File: src/rtl/core/cffa_pkg.sv
`timescale 1ns / 1ps
package cffa_pkg;

	localparam int NUM_BLOCKS = 16;
	localparam int MAX_FILES  = 16;
	localparam int FUNC_W     = 3;
	localparam int ID_W       = 4;
	localparam int BYTE_W     = 8;
	localparam int BLK_W      = 4;
	localparam int LEN_W      = 5;
	localparam int STAT_W     = 3;

	localparam logic [FUNC_W-1:0] FUNC_CREATE = 3'd0;
	localparam logic [FUNC_W-1:0] FUNC_READ   = 3'd1;
	localparam logic [FUNC_W-1:0] FUNC_UPDATE = 3'd2;
	localparam logic [FUNC_W-1:0] FUNC_DELETE = 3'd3;
	localparam logic [FUNC_W-1:0] FUNC_USAGE  = 3'd4;

	localparam logic [STAT_W-1:0] ST_OK          = 3'd0;
	localparam logic [STAT_W-1:0] ST_EXISTS      = 3'd1;
	localparam logic [STAT_W-1:0] ST_TOO_BIG     = 3'd2;
	localparam logic [STAT_W-1:0] ST_NO_SPACE    = 3'd3;
	localparam logic [STAT_W-1:0] ST_NOT_FOUND   = 3'd4;
	localparam logic [STAT_W-1:0] ST_UPD_TOO_BIG = 3'd5;
	localparam logic [STAT_W-1:0] ST_UPD_NOSPACE = 3'd6;

	typedef enum logic [2:0] {
		RES_PLAIN,
		RES_USAGE,
		RES_PLACED,
		RES_INPLACE,
		RES_EMPTY_READ,
		RES_READ
	} res_sel_t;

	typedef struct packed {
		logic              accept;
		logic              clr_cnt;
		logic              step;
		logic              free_blk;
		logic              scan_step;
		logic              place_blk;
		logic              shrink_blk;
		logic              set_entry;
		logic              set_len;
		logic              clr_entry;
		logic              load;
		res_sel_t          sel;
		logic [STAT_W-1:0] code;
	} cmd_t;

	typedef struct packed {
		logic [FUNC_W-1:0] func;
		logic              last_take;
		logic              entry_valid;
		logic              len_zero;
		logic              n_gt_active;
		logic              n_le_len;
		logic              run_done;
		logic              scan_hit;
		logic              scan_fail;
		logic              place_done;
		logic              read_last;
		logic              out_free;
	} sts_t;

endpackage

File: src/rtl/core/cffa_in_if.sv
`timescale 1ns / 1ps
interface cffa_in_if;
	import cffa_pkg::*;
	logic              valid;
	logic              ready;
	logic [FUNC_W-1:0] func;
	logic [ID_W-1:0]   file_id;
	logic [BYTE_W-1:0] data_byte;
	logic              byte_valid;
	logic              last;
	modport source(output valid, func, file_id, data_byte, byte_valid, last, input ready);
	modport sink(input valid, func, file_id, data_byte, byte_valid, last, output ready);
endinterface

File: src/rtl/core/cffa_out_if.sv
`timescale 1ns / 1ps
interface cffa_out_if;
	import cffa_pkg::*;
	logic              valid;
	logic              ready;
	logic [STAT_W-1:0] status;
	logic [BYTE_W-1:0] read_byte;
	logic              read_valid;
	logic [BLK_W-1:0]  start_block;
	logic [LEN_W-1:0]  file_length;
	logic [LEN_W-1:0]  used_blocks;
	logic              result_last;
	modport source(output valid, status, read_byte, read_valid, start_block, file_length,
		used_blocks, result_last, input ready);
	modport sink(input valid, status, read_byte, read_valid, start_block, file_length,
		used_blocks, result_last, output ready);
endinterface

File: src/rtl/core/cffa_ctrl.sv
`timescale 1ns / 1ps
module cffa_ctrl (
	input  logic          clk,
	input  logic          arst_n,
	input  cffa_pkg::sts_t sts,
	output cffa_pkg::cmd_t cmd
);
	import cffa_pkg::*;

	typedef enum logic [7:0] {
		S_IDLE   = 8'b0000_0001,
		S_DECIDE = 8'b0000_0010,
		S_FREE   = 8'b0000_0100,
		S_SCAN   = 8'b0000_1000,
		S_PLACE  = 8'b0001_0000,
		S_SHRINK = 8'b0010_0000,
		S_READ   = 8'b0100_0000,
		S_EMIT   = 8'b1000_0000
	} state_t;

	state_t            state_q, state_d;
	res_sel_t          pend_sel_q, pend_sel_d;
	logic [STAT_W-1:0] pend_code_q, pend_code_d;

	always_ff @(posedge clk or negedge arst_n) begin
		if (!arst_n) begin
			state_q     <= S_IDLE;
			pend_sel_q  <= RES_PLAIN;
			pend_code_q <= ST_OK;
		end else begin
			state_q     <= state_d;
			pend_sel_q  <= pend_sel_d;
			pend_code_q <= pend_code_d;
		end
	end

	always_comb begin
		cmd         = '0;
		cmd.sel     = RES_PLAIN;
		cmd.code    = ST_OK;
		state_d     = state_q;
		pend_sel_d  = pend_sel_q;
		pend_code_d = pend_code_q;
		case (state_q)
			S_IDLE: begin
				cmd.accept = 1'b1;
				if (sts.last_take) state_d = S_DECIDE;
			end
			S_DECIDE: begin
				cmd.clr_cnt = 1'b1;
				state_d     = S_EMIT;
				pend_sel_d  = RES_PLAIN;
				pend_code_d = ST_OK;
				if (sts.func == FUNC_USAGE) begin
					pend_sel_d = RES_USAGE;
				end else if (sts.func == FUNC_CREATE) begin
					if (sts.entry_valid) pend_code_d = ST_EXISTS;
					else if (sts.n_gt_active) pend_code_d = ST_TOO_BIG;
					else state_d = S_SCAN;
				end else if (sts.func == FUNC_READ || sts.func == FUNC_UPDATE ||
						sts.func == FUNC_DELETE) begin
					if (!sts.entry_valid) pend_code_d = ST_NOT_FOUND;
					else if (sts.func == FUNC_READ) begin
						if (sts.len_zero) pend_sel_d = RES_EMPTY_READ;
						else state_d = S_READ;
					end else if (sts.func == FUNC_UPDATE && !sts.n_gt_active && sts.n_le_len)
						state_d = S_SHRINK;
					else state_d = S_FREE;
				end else begin
					state_d = S_IDLE;
				end
			end
			S_FREE: begin
				if (sts.run_done) begin
					cmd.clr_cnt = 1'b1;
					state_d     = S_EMIT;
					pend_sel_d  = RES_PLAIN;
					if (sts.func == FUNC_DELETE) begin
						cmd.clr_entry = 1'b1;
						pend_code_d   = ST_OK;
					end else if (sts.n_gt_active) begin
						cmd.clr_entry = 1'b1;
						pend_code_d   = ST_UPD_TOO_BIG;
					end else begin
						state_d = S_SCAN;
					end
				end else begin
					cmd.free_blk = 1'b1;
				end
			end
			S_SCAN: begin
				if (sts.scan_hit) begin
					cmd.scan_step = 1'b1;
					cmd.clr_cnt   = 1'b1;
					state_d       = S_PLACE;
				end else if (sts.scan_fail) begin
					state_d    = S_EMIT;
					pend_sel_d = RES_PLAIN;
					if (sts.func == FUNC_UPDATE) begin
						cmd.clr_entry = 1'b1;
						pend_code_d   = ST_UPD_NOSPACE;
					end else begin
						pend_code_d = ST_NO_SPACE;
					end
				end else begin
					cmd.scan_step = 1'b1;
				end
			end
			S_PLACE: begin
				if (sts.place_done) begin
					cmd.set_entry = 1'b1;
					state_d       = S_EMIT;
					pend_sel_d    = RES_PLACED;
					pend_code_d   = ST_OK;
				end else begin
					cmd.place_blk = 1'b1;
				end
			end
			S_SHRINK: begin
				if (sts.run_done) begin
					cmd.set_len = 1'b1;
					state_d     = S_EMIT;
					pend_sel_d  = RES_INPLACE;
					pend_code_d = ST_OK;
				end else begin
					cmd.shrink_blk = 1'b1;
				end
			end
			S_READ: begin
				if (sts.out_free) begin
					cmd.load = 1'b1;
					cmd.sel  = RES_READ;
					cmd.step = 1'b1;
					if (sts.read_last) state_d = S_IDLE;
				end
			end
			S_EMIT: begin
				if (sts.out_free) begin
					cmd.load = 1'b1;
					cmd.sel  = pend_sel_q;
					cmd.code = pend_code_q;
					state_d  = S_IDLE;
				end
			end
			default: state_d = S_IDLE;
		endcase
	end
endmodule

File: src/rtl/core/cffa_dp.sv
`timescale 1ns / 1ps
module cffa_dp (
	input  logic                        clk,
	input  logic                        arst_n,
	cffa_in_if.sink                     in_ch,
	cffa_out_if.source                  out_ch,
	input  logic                        cfg_we,
	input  logic [cffa_pkg::LEN_W-1:0]  cfg_wdata,
	input  cffa_pkg::cmd_t              cmd,
	output cffa_pkg::sts_t              sts
);
	import cffa_pkg::*;

	logic [NUM_BLOCKS-1:0] map_q;
	logic [MAX_FILES-1:0]  ev_q;
	logic [BYTE_W-1:0]     contents_q [NUM_BLOCKS];
	logic [BYTE_W-1:0]     intake_q   [NUM_BLOCKS];
	logic [BLK_W-1:0]      est_q      [MAX_FILES];
	logic [LEN_W-1:0]      elen_q     [MAX_FILES];
	logic [LEN_W-1:0]      icnt_q;
	logic                  iover_q;
	logic [LEN_W-1:0]      active_q;
	logic [FUNC_W-1:0]     func_q;
	logic [ID_W-1:0]       id_q;
	logic [LEN_W-1:0]      n_q;
	logic [LEN_W-1:0]      cnt_q;
	logic [LEN_W-1:0]      run_q;
	logic [BLK_W-1:0]      fit_q;
	logic                  out_valid_q;
	logic [STAT_W-1:0]     status_q;
	logic [BYTE_W-1:0]     rbyte_q;
	logic                  rvalid_q;
	logic [BLK_W-1:0]      start_q;
	logic [LEN_W-1:0]      flen_q;
	logic [LEN_W-1:0]      used_q;
	logic                  rlast_q;

	logic              take, room, add, ovf;
	logic [LEN_W-1:0]  n_take, cfg_sat;
	logic [BLK_W-1:0]  st;
	logic [LEN_W-1:0]  len;
	logic [LEN_W-1:0]  run_addr, place_addr;
	logic              scan_free;
	logic [BLK_W-1:0]  hit_start;
	logic              out_free;

	assign take      = in_ch.valid && cmd.accept;
	assign in_ch.ready = cmd.accept;
	assign room      = !icnt_q[LEN_W-1];
	assign add       = in_ch.byte_valid && room;
	assign ovf       = in_ch.byte_valid && !room;
	assign n_take    = icnt_q + {{(LEN_W-1){1'b0}}, add} + {{(LEN_W-1){1'b0}}, (iover_q | ovf)};

	assign cfg_sat = (cfg_wdata == '0) ? LEN_W'(1) :
		(cfg_wdata > LEN_W'(NUM_BLOCKS)) ? LEN_W'(NUM_BLOCKS) : cfg_wdata;

	assign st         = est_q[id_q];
	assign len        = elen_q[id_q];
	assign run_addr   = {1'b0, st} + cnt_q;
	assign place_addr = {1'b0, fit_q} + cnt_q;
	assign scan_free  = (cnt_q < active_q) && !map_q[cnt_q[BLK_W-1:0]];
	// The run ends on this block, so it began n-1 blocks earlier.
	assign hit_start  = (n_q == '0) ? '0 : BLK_W'(cnt_q + LEN_W'(1) - n_q);
	assign out_free   = !out_valid_q || out_ch.ready;

	always_comb begin
		sts.func        = func_q;
		sts.last_take   = take && in_ch.last;
		sts.entry_valid = ev_q[id_q];
		sts.len_zero    = (len == '0);
		sts.n_gt_active = (n_q > active_q);
		sts.n_le_len    = (n_q <= len);
		sts.run_done    = (cnt_q == len) || run_addr[LEN_W-1];
		sts.scan_hit    = (n_q == '0) || (scan_free && (run_q + LEN_W'(1) == n_q));
		sts.scan_fail   = (n_q != '0) && (cnt_q >= active_q);
		sts.place_done  = (cnt_q == n_q);
		sts.read_last   = (cnt_q + LEN_W'(1) == len) || (run_addr == LEN_W'(NUM_BLOCKS - 1));
		sts.out_free    = out_free;
	end

	always_ff @(posedge clk or negedge arst_n) begin
		if (!arst_n) begin
			map_q       <= '0;
			ev_q        <= '0;
			icnt_q      <= '0;
			iover_q     <= 1'b0;
			active_q    <= LEN_W'(NUM_BLOCKS);
			cnt_q       <= '0;
			run_q       <= '0;
			out_valid_q <= 1'b0;
		end else begin
			if (cfg_we) active_q <= cfg_sat;
			if (take) begin
				if (in_ch.last) begin
					icnt_q  <= '0;
					iover_q <= 1'b0;
				end else begin
					icnt_q  <= icnt_q + {{(LEN_W-1){1'b0}}, add};
					iover_q <= iover_q | ovf;
				end
			end
			if (cmd.clr_cnt) begin
				cnt_q <= '0;
				run_q <= '0;
			end else if (cmd.step || cmd.free_blk || cmd.place_blk || cmd.shrink_blk ||
					cmd.scan_step) begin
				cnt_q <= cnt_q + LEN_W'(1);
			end
			if (cmd.scan_step && !cmd.clr_cnt) run_q <= scan_free ? run_q + LEN_W'(1) : '0;
			if (cmd.free_blk) map_q[run_addr[BLK_W-1:0]] <= 1'b0;
			if (cmd.shrink_blk && cnt_q >= n_q) map_q[run_addr[BLK_W-1:0]] <= 1'b0;
			if (cmd.place_blk) map_q[place_addr[BLK_W-1:0]] <= 1'b1;
			if (cmd.set_entry) ev_q[id_q] <= 1'b1;
			if (cmd.clr_entry) ev_q[id_q] <= 1'b0;
			if (cmd.load) out_valid_q <= 1'b1;
			else if (out_ch.ready) out_valid_q <= 1'b0;
		end
	end

	always_ff @(posedge clk) begin
		if (take && add) intake_q[icnt_q[BLK_W-1:0]] <= in_ch.data_byte;
		if (take && in_ch.last) begin
			func_q <= in_ch.func;
			id_q   <= in_ch.file_id;
			n_q    <= n_take;
		end
		if (cmd.scan_step && sts.scan_hit) fit_q <= hit_start;
		if (cmd.place_blk)
			contents_q[place_addr[BLK_W-1:0]] <= intake_q[cnt_q[BLK_W-1:0]];
		if (cmd.shrink_blk && cnt_q < n_q)
			contents_q[run_addr[BLK_W-1:0]] <= intake_q[cnt_q[BLK_W-1:0]];
		if (cmd.set_entry) begin
			est_q[id_q]  <= fit_q;
			elen_q[id_q] <= n_q;
		end
		if (cmd.set_len) elen_q[id_q] <= n_q;
		if (cmd.load) begin
			status_q <= cmd.code;
			rbyte_q  <= '0;
			rvalid_q <= 1'b0;
			start_q  <= '0;
			flen_q   <= '0;
			used_q   <= '0;
			rlast_q  <= 1'b1;
			case (cmd.sel)
				RES_USAGE:   used_q <= LEN_W'($countones(map_q));
				RES_PLACED: begin
					start_q <= fit_q;
					flen_q  <= n_q;
				end
				RES_INPLACE: begin
					start_q <= st;
					flen_q  <= n_q;
				end
				RES_EMPTY_READ: start_q <= st;
				RES_READ: begin
					rbyte_q  <= contents_q[run_addr[BLK_W-1:0]];
					rvalid_q <= 1'b1;
					start_q  <= st;
					flen_q   <= len;
					rlast_q  <= sts.read_last;
				end
				default: ;
			endcase
		end
	end

	assign out_ch.valid       = out_valid_q;
	assign out_ch.status      = status_q;
	assign out_ch.read_byte   = rbyte_q;
	assign out_ch.read_valid  = rvalid_q;
	assign out_ch.start_block = start_q;
	assign out_ch.file_length = flen_q;
	assign out_ch.used_blocks = used_q;
	assign out_ch.result_last = rlast_q;
endmodule

File: src/rtl/core/contiguous_first_fit_file_allocator.sv
`timescale 1ns / 1ps
// Channel  Role    Payload
// in_ch    sink    func, file_id, data_byte, byte_valid, last
// out_ch   source  status, read_byte, read_valid, start_block, file_length,
//                  used_blocks, result_last
// cfg      write   cfg_we, cfg_wdata (active_blocks)
// An item without last is only stored. An item with last starts the operation, which may
// free the old run, scan the bitmap and copy blocks, one block per cycle.
// Unless stalled, a read gives one result per cycle; input is held off until the last result is loaded.
// A stalled output holds its result; reset empties the store and the file table.
module contiguous_first_fit_file_allocator (
	input  logic                       clk,
	input  logic                       arst_n,
	cffa_in_if.sink                    in_ch,
	cffa_out_if.source                 out_ch,
	input  logic                       cfg_we,
	input  logic [cffa_pkg::LEN_W-1:0] cfg_wdata
);
	import cffa_pkg::*;

	cmd_t cmd;
	sts_t sts;

	cffa_ctrl u_ctrl (
		.clk    (clk),
		.arst_n (arst_n),
		.sts    (sts),
		.cmd    (cmd)
	);

	cffa_dp u_dp (
		.clk       (clk),
		.arst_n    (arst_n),
		.in_ch     (in_ch),
		.out_ch    (out_ch),
		.cfg_we    (cfg_we),
		.cfg_wdata (cfg_wdata),
		.cmd       (cmd),
		.sts       (sts)
	);
endmodule

File: src/flat_wrapper.sv
// flat-port wrapper written by rule: the top's interface ports become plain ports
module contiguous_first_fit_file_allocator_flat import cffa_pkg::*;
  (clk, arst_n, cfg_we, cfg_wdata, in_ch_valid, in_ch_func, in_ch_file_id, in_ch_data_byte, in_ch_byte_valid, in_ch_last, in_ch_ready, out_ch_valid, out_ch_status, out_ch_read_byte, out_ch_read_valid, out_ch_start_block, out_ch_file_length, out_ch_used_blocks, out_ch_result_last, out_ch_ready);
  cffa_in_if in_ch_i ();
  cffa_out_if out_ch_i ();
  input  logic clk;
  input  logic arst_n;
  input  logic cfg_we;
  input  logic [cffa_pkg::LEN_W-1:0] cfg_wdata;
  input wire logic [$bits(in_ch_i.valid)-1:0] in_ch_valid;
  input wire logic [$bits(in_ch_i.func)-1:0] in_ch_func;
  input wire logic [$bits(in_ch_i.file_id)-1:0] in_ch_file_id;
  input wire logic [$bits(in_ch_i.data_byte)-1:0] in_ch_data_byte;
  input wire logic [$bits(in_ch_i.byte_valid)-1:0] in_ch_byte_valid;
  input wire logic [$bits(in_ch_i.last)-1:0] in_ch_last;
  output wire logic [$bits(in_ch_i.ready)-1:0] in_ch_ready;
  output wire logic [$bits(out_ch_i.valid)-1:0] out_ch_valid;
  output wire logic [$bits(out_ch_i.status)-1:0] out_ch_status;
  output wire logic [$bits(out_ch_i.read_byte)-1:0] out_ch_read_byte;
  output wire logic [$bits(out_ch_i.read_valid)-1:0] out_ch_read_valid;
  output wire logic [$bits(out_ch_i.start_block)-1:0] out_ch_start_block;
  output wire logic [$bits(out_ch_i.file_length)-1:0] out_ch_file_length;
  output wire logic [$bits(out_ch_i.used_blocks)-1:0] out_ch_used_blocks;
  output wire logic [$bits(out_ch_i.result_last)-1:0] out_ch_result_last;
  input wire logic [$bits(out_ch_i.ready)-1:0] out_ch_ready;
  assign in_ch_i.valid = in_ch_valid;
  assign in_ch_i.func = in_ch_func;
  assign in_ch_i.file_id = in_ch_file_id;
  assign in_ch_i.data_byte = in_ch_data_byte;
  assign in_ch_i.byte_valid = in_ch_byte_valid;
  assign in_ch_i.last = in_ch_last;
  assign in_ch_ready = in_ch_i.ready;
  assign out_ch_valid = out_ch_i.valid;
  assign out_ch_status = out_ch_i.status;
  assign out_ch_read_byte = out_ch_i.read_byte;
  assign out_ch_read_valid = out_ch_i.read_valid;
  assign out_ch_start_block = out_ch_i.start_block;
  assign out_ch_file_length = out_ch_i.file_length;
  assign out_ch_used_blocks = out_ch_i.used_blocks;
  assign out_ch_result_last = out_ch_i.result_last;
  assign out_ch_i.ready = out_ch_ready;
  contiguous_first_fit_file_allocator u_core (.clk(clk), .arst_n(arst_n), .in_ch(in_ch_i), .out_ch(out_ch_i), .cfg_we(cfg_we), .cfg_wdata(cfg_wdata));
endmodule
File: config.mk
export PLATFORM = sky130hd
export DESIGN_NAME = contiguous_first_fit_file_allocator_flat
export DESIGN_NICKNAME = d
export VERILOG_FILES = /design/src/rtl/core/cffa_pkg.sv /design/src/rtl/core/cffa_in_if.sv /design/src/rtl/core/cffa_out_if.sv /design/src/rtl/core/cffa_ctrl.sv /design/src/rtl/core/cffa_dp.sv /design/src/rtl/core/contiguous_first_fit_file_allocator.sv /design/src/flat_wrapper.sv
export SDC_FILE = /design/constraint.sdc
export NUM_CORES = 1
export LEC_CHECK = 0
export ABC_AREA = 1
export ABC_CLOCK_PERIOD_IN_PS = 5160
export BUFFER_PORTS_ARGS = -buffer_cell sky130_fd_sc_hd__buf_2
export CAP_MARGIN = 5
export CORE_ASPECT_RATIO = 0.7
export CORE_MARGIN = 2
export CORE_UTILIZATION = 35
export CTS_CLUSTER_DIAMETER = 30
export DETAILED_ROUTE_END_ITERATION = 10
export PLACE_DENSITY = 0.6
export SYNTH_ARGS = -nofsm -noshare
export SYNTH_HDL_FRONTEND = slang
export SYNTH_SLANG_ARGS = --single-unit
File: constraint.sdc
create_clock -name clk -period 5.16 [get_ports clk]
set_clock_uncertainty 0.1 [all_clocks]
set_input_delay 0.516 -clock clk [delete_from_list [all_inputs] [get_ports clk]]
set_output_delay 0.516 -clock clk [all_outputs]
set_load 0.01 [all_outputs]
==> results.py <==
metrics = {
    "outcome": {
        "status": "completed",
    },
    "setup_path": {
        "cp_max_fo": 31,
        "crit_required_ps": 5320,
        "crit_family": "compound AO/OA/AOI/OAI gates",
        "cp-start-kind": "flip-flop",
        "critPathMaxStageDelay_ps": 930,
        "crit_chain": "inv_2 > buf_4 > o21ai_0 > o221ai_1 > o211ai_1 > nand2_1 > ha_1 > fa_1 > a21oi_1 > o21bai_1 > xor2_2 > buf_4 > nand2_8 > a21oi_2 > nor2_1",
        "slowest_stage": "a21oi_2",
        "cpMostUsedCell": "buf_4",
        "crit_arrival_ps": 4610,
        "cp_num_buf_inv": 3,
        "worstSetupPathType": "reg2reg",
        "endpoint_kind": "flip-flop",
    },
    "route": {
        "drt-initial-drc-count": 1978,
        "ant_nets": 0,
        "vias": 16700,
        "drt-pass1-iter-count": 6,
        "drc": 0,
        "wl_um": 63200,
        "routed_via_density": 5.26,
        "avgRoutedWirePerCell_um": 19.9,
    },
    "floorplan": {
        "core_area_mm2": 0.0661,
        "initial_core_util_pct": 35.2,
        "die_h_um": 220,
        "ios": 56,
        "die_area_mm2": 0.0687,
        "fp-row-count": 79,
        "die_w_um": 312,
    },
    "final_layout": {
        "drive_above_1_share_pct": 14.2,
        "n_fill_cell": 6103,
        "area_growth_pct": 20.0,
        "finish.net_count": 2295,
        "layout.cells.most_common": "edfxtp_1",
        "utilization_pct": 42.3,
        "layout_common_cells": "edfxtp_1, nand2_1, nor2_1",
        "instances_no_fill": 3182,
        "n_antenna_cell": 0,
    },
    "timing": {
        "slew_violations": 0,
        "fin_crit_ps": 4440,
        "finalSetupViolations": 0,
        "fmax_mhz": 225,
        "slew-limit-headroom_pct": 19.7,
        "rsz0062_at_grt": "false",
        "tns_ps": 0,
        "final_hold_viol_count": 0,
        "holdWs_ps": 47.5,
        "tightest_slew_ps": 1200,
        "min_period_over_period_pct": 86.1,
    },
    "clocking": {
        "max-clock-path-buffers": 3,
        "holdBufCountCts": 9,
        "clk_pin_slew_ps": 50,
        "cts_buffers": 90,
        "cts_root_buf": "clkbuf_16",
        "post_cts_resize_count": 0,
        "clk_latency_ps": 650,
        "htree_levels": 3,
        "cts_tree": "built",
        "cts_sinks": 515,
        "cts_setup_buffers": 0,
    },
    "synth": {
        "syn_nets": 2184,
        "avgSynthCellArea_um2": 11.1,
        "yosys_warnings": 0,
        "synthFlopType": "edfxtp_1",
        "async_flop_share_pct": 13.2,
        "synth_cells": 2103,
        "synth_seq_cells": 515,
        "synth.distinct_cells": 61,
        "yosysSeqAreaShare_pct": 64.7,
        "synth_area_mm2": 0.0233,
        "synth_edf_count": 443,
    },
    "global_routing": {
        "overflow": 0,
        "grt_start_max_net_pins": 71,
        "first_global_vias": 15900,
        "grt_pass1_wl_um": 97000,
        "track_usage_pct": 18.5,
        "antenna_found_initial": 1,
    },
    "run": {
        "max_cap_violations": 0,
    },
    "placement": {
        "hpwlAfterDp_um": 43200,
        "placed_cells": 3004,
        "io_buffer_count": 55,
        "gp_routability_congestion": 0.908,
    },
    "power_and_ir_drop": {
        "leakage_nw": 10.5,
        "irDropWorstVdd_mv": 0.268,
        "power.density_mw_per_mm2": 550,
    },
    "min_path": {
        "min_path_type": "in2reg",
    },
}
-- tightest hold or removal path: stages --
cell and delay, ps:
buf_2 70, a31oi_1 30, o21ai_0 120
-- synth_stat cells, types with 6 or more instances --
| cell | number | area (um^2) |
|---|---|---|
| o221ai_1 | 17 | 149 |
| o211ai_1 | 23 | 173 |
| xnor2_1 | 7 | 61.3 |
| nor3_1 | 11 | 55.1 |
| nand3_1 | 145 | 726 |
| nand3_2 | 10 | 100 |
| fa_1 | 13 | 260 |
| o21ai_1 | 11 | 55.1 |
| clkbuf_1 | 56 | 210 |
| dfrtp_1 | 66 | 1650 |
| o22ai_1 | 29 | 181 |
| edfxtp_1 | 443 | 13300 |
| nand2_2 | 7 | 43.8 |
| buf_2 | 16 | 80.1 |
| a21oi_1 | 45 | 225 |
| nand2_1 | 409 | 1540 |
| a311oi_1 | 8 | 70.1 |
| a22oi_1 | 46 | 345 |
| a41oi_1 | 8 | 70.1 |
| buf_4 | 9 | 67.6 |
| nand4_1 | 38 | 238 |
| nor2_1 | 253 | 950 |
| inv_2 | 6 | 22.5 |
| inv_1 | 183 | 687 |
| o21ai_0 | 108 | 541 |
| o211ai_2 | 10 | 125 |
| xor2_1 | 21 | 184 |
| ha_1 | 41 | 513 |
-- report_power, final --
group          total, mW  internal, mW  switching [mW]
clock network       6.19          3.88            2.31
registers           5.03          4.93          0.0969
logic               4.16          1.10            3.06
-- stage by stage --
step / instance area [um^2] / setup WS [ps] / total power [mW]
global route: 28000 / 430 / 16.1
finish: 28000 / 717 / 15.4
CTS: 28000 / 759 / 15.4
detailed placement: 24600 / 808 / 9.20
floorplan: 23300 / 1010 / 7.64
global placement: 24600 / 993 / 9.14
-- per-layer routing --
metal / part of all wire [%] / track usage [%] / routed length [um] / up-vias
met1: 48 / 28.4 / 30200 / 8227
li1: - / - / - / 7685
met3: 8.8 / 4.02 / 5550 / 86
met5: 0 / 0 / 0 / -
met4: 1.6 / 4.65 / 1000 / 0
met2: 42 / 26.2 / 26500 / 729
-- kinds of logic after synthesis --
family | share of synthesized area [%]
AND/OR/NAND/NOR | 16.9
AO/OA/AOI/OAI | 9.11
multiplexers | 0.0483
XOR/XNOR | 1.12
adder cells (fa/ha/maj) | 3.32
flip-flops | 64.7
buffers and inverters | 4.77
-- final cells by class --
type | instances | area, um^2 | area share [%]
multi-input cells | 1312 | 7120 | 25.5
flip-flops and latches | 515 | 15100 | 54.0
clock buffers | 94 | 2280 | 8.14
well taps | 891 | 1110 | 3.99
inverters | 191 | 717 | 2.56
repair buffers | 104 | 681 | 2.43
clock inverters | 75 | 961 | 3.44
-- sequential cells by signal, indices dropped and copies added, names as in the netlist, 5 cells and up, named ones only --
| name | flops |
|---|---|
| u_core.u_dp.run_q | 5 |
| u_core.u_dp.contents_q | 128 |
| u_core.u_dp.active_q | 5 |
| u_core.u_dp.icnt_q | 5 |
| u_core.u_dp.elen_q | 80 |
| u_core.u_dp.cnt_q | 5 |
| u_core.u_dp.out_ch.used_blocks | 5 |
| u_core.u_dp.ev_q | 16 |
| u_core.u_dp.out_ch.file_length | 5 |
| u_core.u_dp.est_q | 64 |
| u_core.u_dp.out_ch.read_byte | 8 |
| u_core.u_dp.map_q | 16 |
| u_core.u_ctrl.state_q | 8 |
| u_core.u_dp.intake_q | 128 |
| u_core.u_dp.n_q | 5 |
-- final timing paths --
| kind | start | end | slack, ps | depth (start not counted) |
|---|---|---|---|---|
| setup / recovery | flip-flop | u_core.u_dp.elen_q[6][4]$_DFFE_PP_ | 720 | 15 |
| hold reg to reg | u_core.u_ctrl.pend_code_q[0]$_DFFE_PN0P_ | u_core.u_ctrl.pend_code_q[0]$_DFFE_PN0P_ | 380 | 2 |
| min in group asynchronous | arst_n | u_core.u_dp.active_q[1]$_DFFE_PN0P_ | 120 | 2 |
| setup reg to reg | flip-flop | u_core.u_dp.elen_q[6][4]$_DFFE_PP_ | 720 | 15 |
| hold / removal | cfg_wdata[0] | u_core.u_dp.active_q[0]$_DFFE_PN0P_ | 50 | 3 |
| max in group asynchronous | arst_n | u_core.u_dp.cnt_q[0]$_DFFE_PN0P_ | 3690 | 3 |
Note: power is estimated with default switching activity, not from simulation.
